==> src/hdl/lru_stack_distance_profiler_defines.svh <==
// ----------------------------------------------------------------------------
// LRU stack distance profiler - assertion macros
// Shared concurrent assertion forms, clocked on clk, idle in reset.
// ----------------------------------------------------------------------------
`ifndef LRU_STACK_DISTANCE_PROFILER_DEFINES_SVH
`define LRU_STACK_DISTANCE_PROFILER_DEFINES_SVH

// same-cycle implication
`define LSDP_ASSERT_NOW(label, ante, cons) \
  label: assert property (@(posedge clk) disable iff (!rst_n) (ante) |-> (cons)) \
    else $error("lsdp assertion failed");

// next-cycle implication
`define LSDP_ASSERT_NEXT(label, ante, cons) \
  label: assert property (@(posedge clk) disable iff (!rst_n) (ante) |=> (cons)) \
    else $error("lsdp assertion failed");

`endif

==> src/hdl/lsdp_pkg.sv <==
// ----------------------------------------------------------------------------
// lsdp_pkg
// Shared constants, beat layout and types of the LRU stack distance profiler.
// ----------------------------------------------------------------------------
`default_nettype none

package lsdp_pkg;

  localparam int STACK_DEPTH_DEF = 64;
  localparam int ADDR_BITS_DEF   = 48;
  localparam int HIST_BINS_DEF   = 8;
  localparam int COUNT_BITS_DEF  = 32;

  localparam int OP_W        = 2;
  localparam int ADDR_W      = 48;
  localparam int SEL_W       = 3;
  localparam int IN_TDATA_W  = 56;

  localparam int OUT_DIST_W  = 7;
  localparam int OUT_BIN_W   = 3;
  localparam int OUT_CNT_W   = 32;
  localparam int OUT_TDATA_W = 80;

  typedef enum logic [OP_W-1:0] {
    OP_ACCESS = 2'd0,
    OP_READ   = 2'd1,
    OP_CLEAR  = 2'd2,
    OP_NOP    = 2'd3
  } op_t;

  typedef struct packed {
    logic access;
    logic clear;
  } cell_ctl_t;

endpackage

`default_nettype wire

==> src/hdl/lsdp_cell.sv <==
// ----------------------------------------------------------------------------
// lsdp_cell
// One slot of the move-to-front stack: compares, then takes its upper
// neighbor's entry while no hit was found above it.
// ----------------------------------------------------------------------------
`default_nettype none

module lsdp_cell import lsdp_pkg::*; #(
  parameter int ADDR_BITS = ADDR_BITS_DEF
) (
  input  wire logic                 clk,
  input  wire logic                 rst_n,
  input  wire cell_ctl_t            ctl,
  input  wire logic [ADDR_BITS-1:0] search_addr,
  input  wire logic [ADDR_BITS-1:0] prev_addr,
  input  wire logic                 prev_valid,
  input  wire logic                 hit_in,
  output logic      [ADDR_BITS-1:0] addr_q,
  output logic                      valid_q,
  output logic                      match,
  output logic                      hit_out
);

  logic [ADDR_BITS-1:0] addr_r;
  logic                 valid_r;

  assign match   = valid_r && (addr_r == search_addr);
  assign hit_out = hit_in || match;
  assign addr_q  = addr_r;
  assign valid_q = valid_r;

  always_ff @(posedge clk) begin
    if (!rst_n) begin
      valid_r <= 1'b0;
    end else if (ctl.clear) begin
      valid_r <= 1'b0;
    end else if (ctl.access && !hit_in) begin
      valid_r <= prev_valid;
    end
  end

  always_ff @(posedge clk) begin
    if (ctl.access && !hit_in) begin
      addr_r <= prev_addr;
    end
  end

endmodule

`default_nettype wire

==> src/hdl/lsdp_stack.sv <==
// ----------------------------------------------------------------------------
// lsdp_stack
// Row of stack cells with the hit chain and the hit position encoder.
// ----------------------------------------------------------------------------
`default_nettype none

module lsdp_stack import lsdp_pkg::*; #(
  parameter int STACK_DEPTH = STACK_DEPTH_DEF,
  parameter int ADDR_BITS   = ADDR_BITS_DEF,
  localparam int POS_W      = $clog2(STACK_DEPTH)
) (
  input  wire logic                 clk,
  input  wire logic                 rst_n,
  input  wire cell_ctl_t            ctl,
  input  wire logic [ADDR_BITS-1:0] search_addr,
  output logic      [POS_W-1:0]     hit_pos,
  output logic                      hit
);

  logic [ADDR_BITS-1:0] addr_q [STACK_DEPTH];
  logic                 valid_q [STACK_DEPTH];
  logic [STACK_DEPTH-1:0] match;
  logic [STACK_DEPTH:0]   hit_c;

  assign hit_c[0] = 1'b0;
  assign hit      = hit_c[STACK_DEPTH];

  for (genvar i = 0; i < STACK_DEPTH; i++) begin : g_cell
    if (i == 0) begin : g_head
      lsdp_cell #(.ADDR_BITS(ADDR_BITS)) u_cell (
        .clk         (clk),
        .rst_n       (rst_n),
        .ctl         (ctl),
        .search_addr (search_addr),
        .prev_addr   (search_addr),
        .prev_valid  (1'b1),
        .hit_in      (hit_c[i]),
        .addr_q      (addr_q[i]),
        .valid_q     (valid_q[i]),
        .match       (match[i]),
        .hit_out     (hit_c[i+1])
      );
    end else begin : g_body
      lsdp_cell #(.ADDR_BITS(ADDR_BITS)) u_cell (
        .clk         (clk),
        .rst_n       (rst_n),
        .ctl         (ctl),
        .search_addr (search_addr),
        .prev_addr   (addr_q[i-1]),
        .prev_valid  (valid_q[i-1]),
        .hit_in      (hit_c[i]),
        .addr_q      (addr_q[i]),
        .valid_q     (valid_q[i]),
        .match       (match[i]),
        .hit_out     (hit_c[i+1])
      );
    end
  end

  // entries are distinct, so at most one match: OR the indices
  always_comb begin
    hit_pos = '0;
    for (int i = 0; i < STACK_DEPTH; i++) begin
      if (match[i]) begin
        hit_pos = hit_pos | POS_W'(i);
      end
    end
  end

endmodule

`default_nettype wire

==> config.mk <==
export PLATFORM = sky130hd
export DESIGN_NAME = lsdp_stack
export DESIGN_NICKNAME = d
export VERILOG_FILES = /design/src/hdl/lru_stack_distance_profiler_defines.svh /design/src/hdl/lsdp_pkg.sv /design/src/hdl/lsdp_cell.sv /design/src/hdl/lsdp_stack.sv
export SDC_FILE = /design/constraint.sdc
export NUM_CORES = 2
export LEC_CHECK = 0
export BUFFER_PORTS_ARGS = -buffer_cell sky130_fd_sc_hd__buf_2
export CAP_MARGIN = 20
export CORE_MARGIN = 2
export CORE_UTILIZATION = 45
export DETAILED_ROUTE_END_ITERATION = 8
export PLACE_DENSITY_LB_ADDON = 0.1
export SKIP_LAST_GASP = 1
export SLEW_MARGIN = 15
export SYNTH_ARGS = -nofsm -noshare
export SYNTH_HDL_FRONTEND = slang
export SYNTH_SLANG_ARGS = --single-unit
==> constraint.sdc <==
create_clock -name clk -period 9.85 [get_ports clk]
set_clock_uncertainty 0.05 [all_clocks]
set_input_delay 0 -clock clk [delete_from_list [all_inputs] [get_ports clk]]
set_output_delay 0 -clock clk [all_outputs]
set_load 0.05 [all_outputs]
# After elaboration in Yosys (flattened, before gate mapping)
# Index checks and enable logic that the tools add are counted.
# op_classes
reduce_logical	253
eq_ne	128
muxes	383
# ops
cell	n
equality test 48 bit	64
two-way mux 1 bit	321
two-way mux 6 bit	32
!= test 3 x 1 -> 1 bit (second input constant)	64
logical AND 1 bit	127
two-way mux 5 bit	16
logical NOT 1 bit	63
logical OR 1 bit	63
two-way mux 4 bit	8
two-way mux 3 bit	4
two-way mux 2 bit	2
# word_totals
out_inout_bits	7
wordCells	892
inputBits	52
ff_bits	3136

# Logic depth before layout (Yosys ltp)
# logic_depth
ltp_word	71
depth_mapped	16
ltp_nobuf	10

# Modules after synthesis
# From an unflattened synthesis, not the netlist that was laid out.
# hier_totals
cells_unflattened	7668
area_unflattened_um2	130123.5
# by_module_without_submodules
module	area_each_um2	cells_per_inst	instances	seq_area_each_um2
lsdp_cell	2028.2	119	64	1461.4
lsdp_stack	319.1	52	1	0.0

# Worst setup path before layout
# OpenSTA, ideal clock, no wires.
# synth_path
path_type	flip-flop to flip-flop
from	register g_cell[1].g_body.u_cell.addr_r[35]
to	register g_cell[7].g_body.u_cell.addr_r[0] (enable)
stages_incl_launch_ff	8
setup_ps	411
t_arrival_ps	7429
setup_slack_ps	1960
n_path_buf	0
t_required_ps	9389
synth_period_minus_slack_ps	7890
cell_sequence	edfxtp_1 > xor2_1 > nor4_1 > nand4_1 > or4_1 > nand3_1 > nor4_1 > and2_1
# synth_via
elab_chain_len	10
# synth_rtl
item	line_no	rtl
start, declared	lsdp_cell.sv:24	logic [ADDR_BITS-1:0] addr_r;
start signal, assigned	lsdp_cell.sv:44	addr_r <= prev_addr;
equality test 48 bit	lsdp_cell.sv:27	assign match = valid_r && (addr_r == search_addr);
logical AND 1 bit	lsdp_cell.sv:27	
logical OR 1 bit (6 in a row)	lsdp_cell.sv:28	assign hit_out = hit_in || match;
logical NOT 1 bit	lsdp_cell.sv:43	if (ctl.access && !hit_in) begin
logical AND 1 bit	lsdp_cell.sv:43	
end signal, assigned	lsdp_cell.sv:44	
end, declared	lsdp_cell.sv:24	
# Every way passes these cells.
# A chain may end at the register's enable or synchronous reset.

# Final worst setup path
# layout_path
from	input port search_addr[10]
to	output port hit
# layout_via
elab_chain_len	65
elab_cells_between_ends	191
cone_classes	64 x eq/ne; 127 x reduce/logical
# layout_rtl
item	line_no	rtl
start, declared	lsdp_stack.sv:15	input wire logic [ADDR_BITS-1:0] search_addr,
equality test 48 bit	lsdp_cell.sv:27	
logical AND 1 bit	lsdp_cell.sv:27	
logical OR 1 bit (62 in a row)	lsdp_cell.sv:28	
logical OR 1 bit (*)	lsdp_cell.sv:28	
end, declared	lsdp_stack.sv:17	output logic hit
# Mark *: on every way between the ends. The rest lies on a longest branch, timed or not.

==> impl_metrics.env <==
export IMPL_hold_path_class="in -> reg"
export IMPL_syn_area_per_cell_sq_um=16.22
export IMPL_clk_root_buffer_cell="sky130_fd_sc_hd__clkbuf_16"
export IMPL_worstSetupStartpointType="input pin"
export IMPL_finish_instance_area_sq_um=149000
export IMPL_wl_per_cell_um=39.15
export IMPL_worst_r2r_endpoint="g_cell[61].g_body.u_cell.addr_q[21]"
export IMPL_total_leakage_power_nw=48.96
export IMPL_total_of_buffers_placed_on_input_and_output_ports=58
export IMPL_number_of_global_route_vias_before_repair=75050
export IMPL_grt_pass1_wl_um=662800
export IMPL_area_added_between_synthesis_and_finish_pct=11.59
export IMPL_fin_crit_share_pct=67.60
export IMPL_yosysMostFrequentCell="sky130_fd_sc_hd__edfxtp_1"
export IMPL_grt_setup_unrepaired="false"
export IMPL_post_cts_setup_buffer_count=0
export IMPL_power_frac_seq_pct=51.7
export IMPL_min_delay_worst_endpoint="g_cell[0].g_head.u_cell.addr_q[25]"
export IMPL_final_non_filler_cell_total=12730
export IMPL_h_tree_level_count=5
export IMPL_cts_tree="yes"
export IMPL_asyncSetResetFlopFracSynth_pct=0
export IMPL_cap_viol_max_count=0
export IMPL_p_switching_mw=7.980
export IMPL_cp_slowest_cell="sky130_fd_sc_hd__nand4_1"
export IMPL_die_height_um=548.7
export IMPL_p_sw_share_pct=25.31
export IMPL_dr_pass1_iters=6
export IMPL_yosys_register_bits=3136
export IMPL_top_flip_flop_cell_by_instance_count_after_synthesis="sky130_fd_sc_hd__edfxtp_1"
export IMPL_power_per_cell_area_nw_per_um2=211.6
export IMPL_postRouteWirelength_um=498200
export IMPL_start_util_pct=45.33
export IMPL_cp_data_required_time_ps=9800
export IMPL_post_route_min_period_ps=6658
export IMPL_layout_drive_gt1_share_pct=9.607
export IMPL_synth_edf_count=3072
export IMPL_synth_cell_type_count=76
export IMPL_synth_top_cell_by_area="sky130_fd_sc_hd__edfxtp_1"
export IMPL_die_outline_area_sq_um=301100
export IMPL_min_delay_start="search_addr[25]"
export IMPL_cts_sinks=3136
export IMPL_synth_top_area_share_pct=69.09
export IMPL_timing_critical_path_mode_cell="sky130_fd_sc_hd__nand4_1"
export IMPL_synthesis_nets=8282
export IMPL_final_layout_net_count=8564
export IMPL_drc=0
export IMPL_grt_ovfl_total=0
export IMPL_worst_slew_margin_rel_pct=20.06
export IMPL_dp_cells=12030
export IMPL_via_per_inst=6.109
export IMPL_p_clk_share_pct=40.5
export IMPL_clock_pin_slew_on_the_worst_setup_and_hold_paths_ps=60
export IMPL_clkLatencyLatePin_ps=960
export IMPL_clock_tree_buffer_depth=4
export IMPL_cell_internal_pwr_mw=23.55
export IMPL_whs_ps=70.79
export IMPL_max_stage_delay_ps=770
export IMPL_initial_antenna_violation_count=40
export IMPL_worst_hold_path_num_cells=2
export IMPL_crit_buf_inv=5
export IMPL_antenna_violation_net_count_after_detailed_routing=0
export IMPL_finalSetupViolCount=0
export IMPL_gp_congestion=0.9620
export IMPL_post_synth_inst_count=8230
export IMPL_final_max_slew_violation_count=0
export IMPL_timing_reg2reg_worst_path_depth=9
export IMPL_routed_via_count=77740
export IMPL_finalHoldViolCount=0
export IMPL_floorplan_rows=199
export IMPL_part_of_the_yosys_area_used_for_sequential_elements_pct=70.05
export IMPL_setup_reg_to_reg_worst_slack_ps=3970
export IMPL_grt_max_degree=59
export IMPL_path_delay_family="simple AND/OR/NAND/NOR gates"
export IMPL_crit_path_end_kind="primary output"
export IMPL_outcome="finished, final reports clean"
export IMPL_share_comb_of_total_power_pct=7.8
export IMPL_vdd_ir_drop_max_mv=0.1282
export IMPL_die_width_um=548.7
export IMPL_setup_tns_final_ps=0
export IMPL_crit_type="in -> out"
export IMPL_ys_warnings_count=0
export IMPL_worst_reg2reg_path_startpoint="g_cell[42].g_body.u_cell.addr_q[10]"
export IMPL_worstMarginPinSlew_ps=1196
export IMPL_design_portCount=59
export IMPL_dpl_hpwl_um=344700
export IMPL_cts_made_buffers=338
export IMPL_grt_usage_pct=32.58
export IMPL_critPathMaxFanout=36
export IMPL_initialDrtViolationCount=12590
export IMPL_fillers=24470
export IMPL_core_region_area_sq_um=294600
export IMPL_worstPathCellList="dlygate4sd3_1 > buf_6 > buf_12 > inv_1 > o21ai_0 > nor4_1 > nand4_1 > nand4_1 > or4_1 > nor2_2 > nand4_1 > buf_2"
export IMPL_post_synth_most_frequent_cells="3072 x sky130_fd_sc_hd__edfxtp_1, 1551 x sky130_fd_sc_hd__xnor2_1, 1206 x sky130_fd_sc_hd__xor2_1, 432 x sky130_fd_sc_hd__nand4_1, 407 x sky130_fd_sc_hd__nor4_1"
export IMPL_synth_area_top_cells="sky130_fd_sc_hd__edfxtp_1 69%, sky130_fd_sc_hd__xnor2_1 10%, sky130_fd_sc_hd__xor2_1 7.9%, sky130_fd_sc_hd__nand4_1 2.0%, sky130_fd_sc_hd__nor4_1 1.9%"
export IMPL_clock_fmax_mhz=150.2
export IMPL_syn_cell_area_sq_um=133500
export IMPL_postPlaceCellArea_sq_um=137400
export IMPL_worstPathArrival_ps=6610
[layer usage]
metal  vias to the layer above  global-route usage [%]  routed length [um]
met5                         -                       0                 124
met4                        20                   12.77               22420
met3                       943                   7.633               54580
met2                      5081                   48.20              216500
met1                     40470                   46.52              204600
li1                      31230                       -                   -
[power groups by stage]
stage	Sequential (mW)	Combinational (mW)	Clock (mW)
2_1_floorplan	16.2	1.58	0
3_3_place_gp	16.5	2.40	0
3_5_place_dp	16.5	2.39	0
4_1_cts	16.3	2.42	12.8
5_1_grt	16.3	2.55	13.3
6_report	16.3	2.47	12.8
[sequential cells by signal, summed over array words and instances, names as in the netlist]
register / flops
g_cell.g_body.u_cell.addr_q: 3024
g_cell.g_head.u_cell.addr_q: 48
g_cell.g_body.u_cell.valid_q: 63
g_cell.g_head.u_cell.valid_q: 1
[timing repair]
| item | 4_1_cts | 5_1_grt |
|---|---|---|
| hold buffers | 59 | 0 |
| gates resized for setup | 0 | 0 |
| endpoints found under the hold margin | 160 | 0 |
[metrics by stage]
stage / utilization, % / setup slack, ps / total power, mW
6_report: 50.58 / 3192 / 31.53
5_1_grt: 50.58 / 3377 / 32.19
4_1_cts: 50.56 / 3628 / 31.49
3_5_place_dp: 46.66 / 3452 / 18.92
3_3_place_gp: 46.65 / 3506 / 18.93
2_1_floorplan: - / 1960 / 17.73
[cells in the final DEF, fill, tap and decap left out, types with 84 or more instances in the layout]
master / count
sky130_fd_sc_hd__edfxtp_1: 3072
sky130_fd_sc_hd__clkbuf_16: 343
sky130_fd_sc_hd__nand3_1: 104
sky130_fd_sc_hd__buf_4: 178
sky130_fd_sc_hd__xnor2_1: 1551
sky130_fd_sc_hd__xor2_1: 1206
sky130_fd_sc_hd__nand2b_1: 93
sky130_fd_sc_hd__clkinv_1: 84
sky130_fd_sc_hd__inv_1: 85
sky130_fd_sc_hd__nand4_1: 432
sky130_fd_sc_hd__nand2_1: 91
sky130_fd_sc_hd__nor4_1: 401
[logic make-up after synthesis]
group | synth area share [%]
buffers and inverters | 3.013
xor gates and xnor gates | 18.09
muxes | 0.2324
and+or+nand+nor | 6.444
DFF | 70.05
AOI/OAI and AO/OA | 2.175
[worst max-delay path by stage]
stage / from / to / slack [ps] / depth (start not counted)
global placement: search_addr[10] / g_cell[61].g_body.u_cell.addr_q[12] / 3510 / 12
finish: search_addr[10] / hit / 3190 / 12
detailed placement: search_addr[10] / g_cell[61].g_body.u_cell.addr_q[35] / 3450 / 12
global route: search_addr[10] / hit / 3380 / 12
floorplan: g_cell[1].g_body.u_cell.addr_q[35] / g_cell[7].g_body.u_cell.addr_q[0] / 1960 / 7
CTS: search_addr[10] / hit / 3630 / 12
[area by class of cell]
type | instances | area [sq um] | share of cell area (%)
sequential | 3136 | 93530 | 62.77
multi-input combinational | 4604 | 36310 | 24.37
clock buffer | 426 | 8975 | 6.023
tap | 3919 | 4903 | 3.291
timing repair buffer | 316 | 2914 | 1.956
clock inverter | 198 | 1908 | 1.281
inverter | 116 | 436.7 | 0.2931
antenna | 10 | 25.02 | 0.01679
[worst register-to-register path, stage by stage (launching register included)]
cell and delay (ps):
sky130_fd_sc_hd__edfxtp_1 510, sky130_fd_sc_hd__o21ai_0 600, sky130_fd_sc_hd__nor4_1 240, sky130_fd_sc_hd__nand4_1 770, sky130_fd_sc_hd__nand4_1 650, sky130_fd_sc_hd__or4_1 730
sky130_fd_sc_hd__nor2_2 740, sky130_fd_sc_hd__nand3_1 420, sky130_fd_sc_hd__nor2_4 250, sky130_fd_sc_hd__buf_4 530
Power figures use the tool's default switching activity.
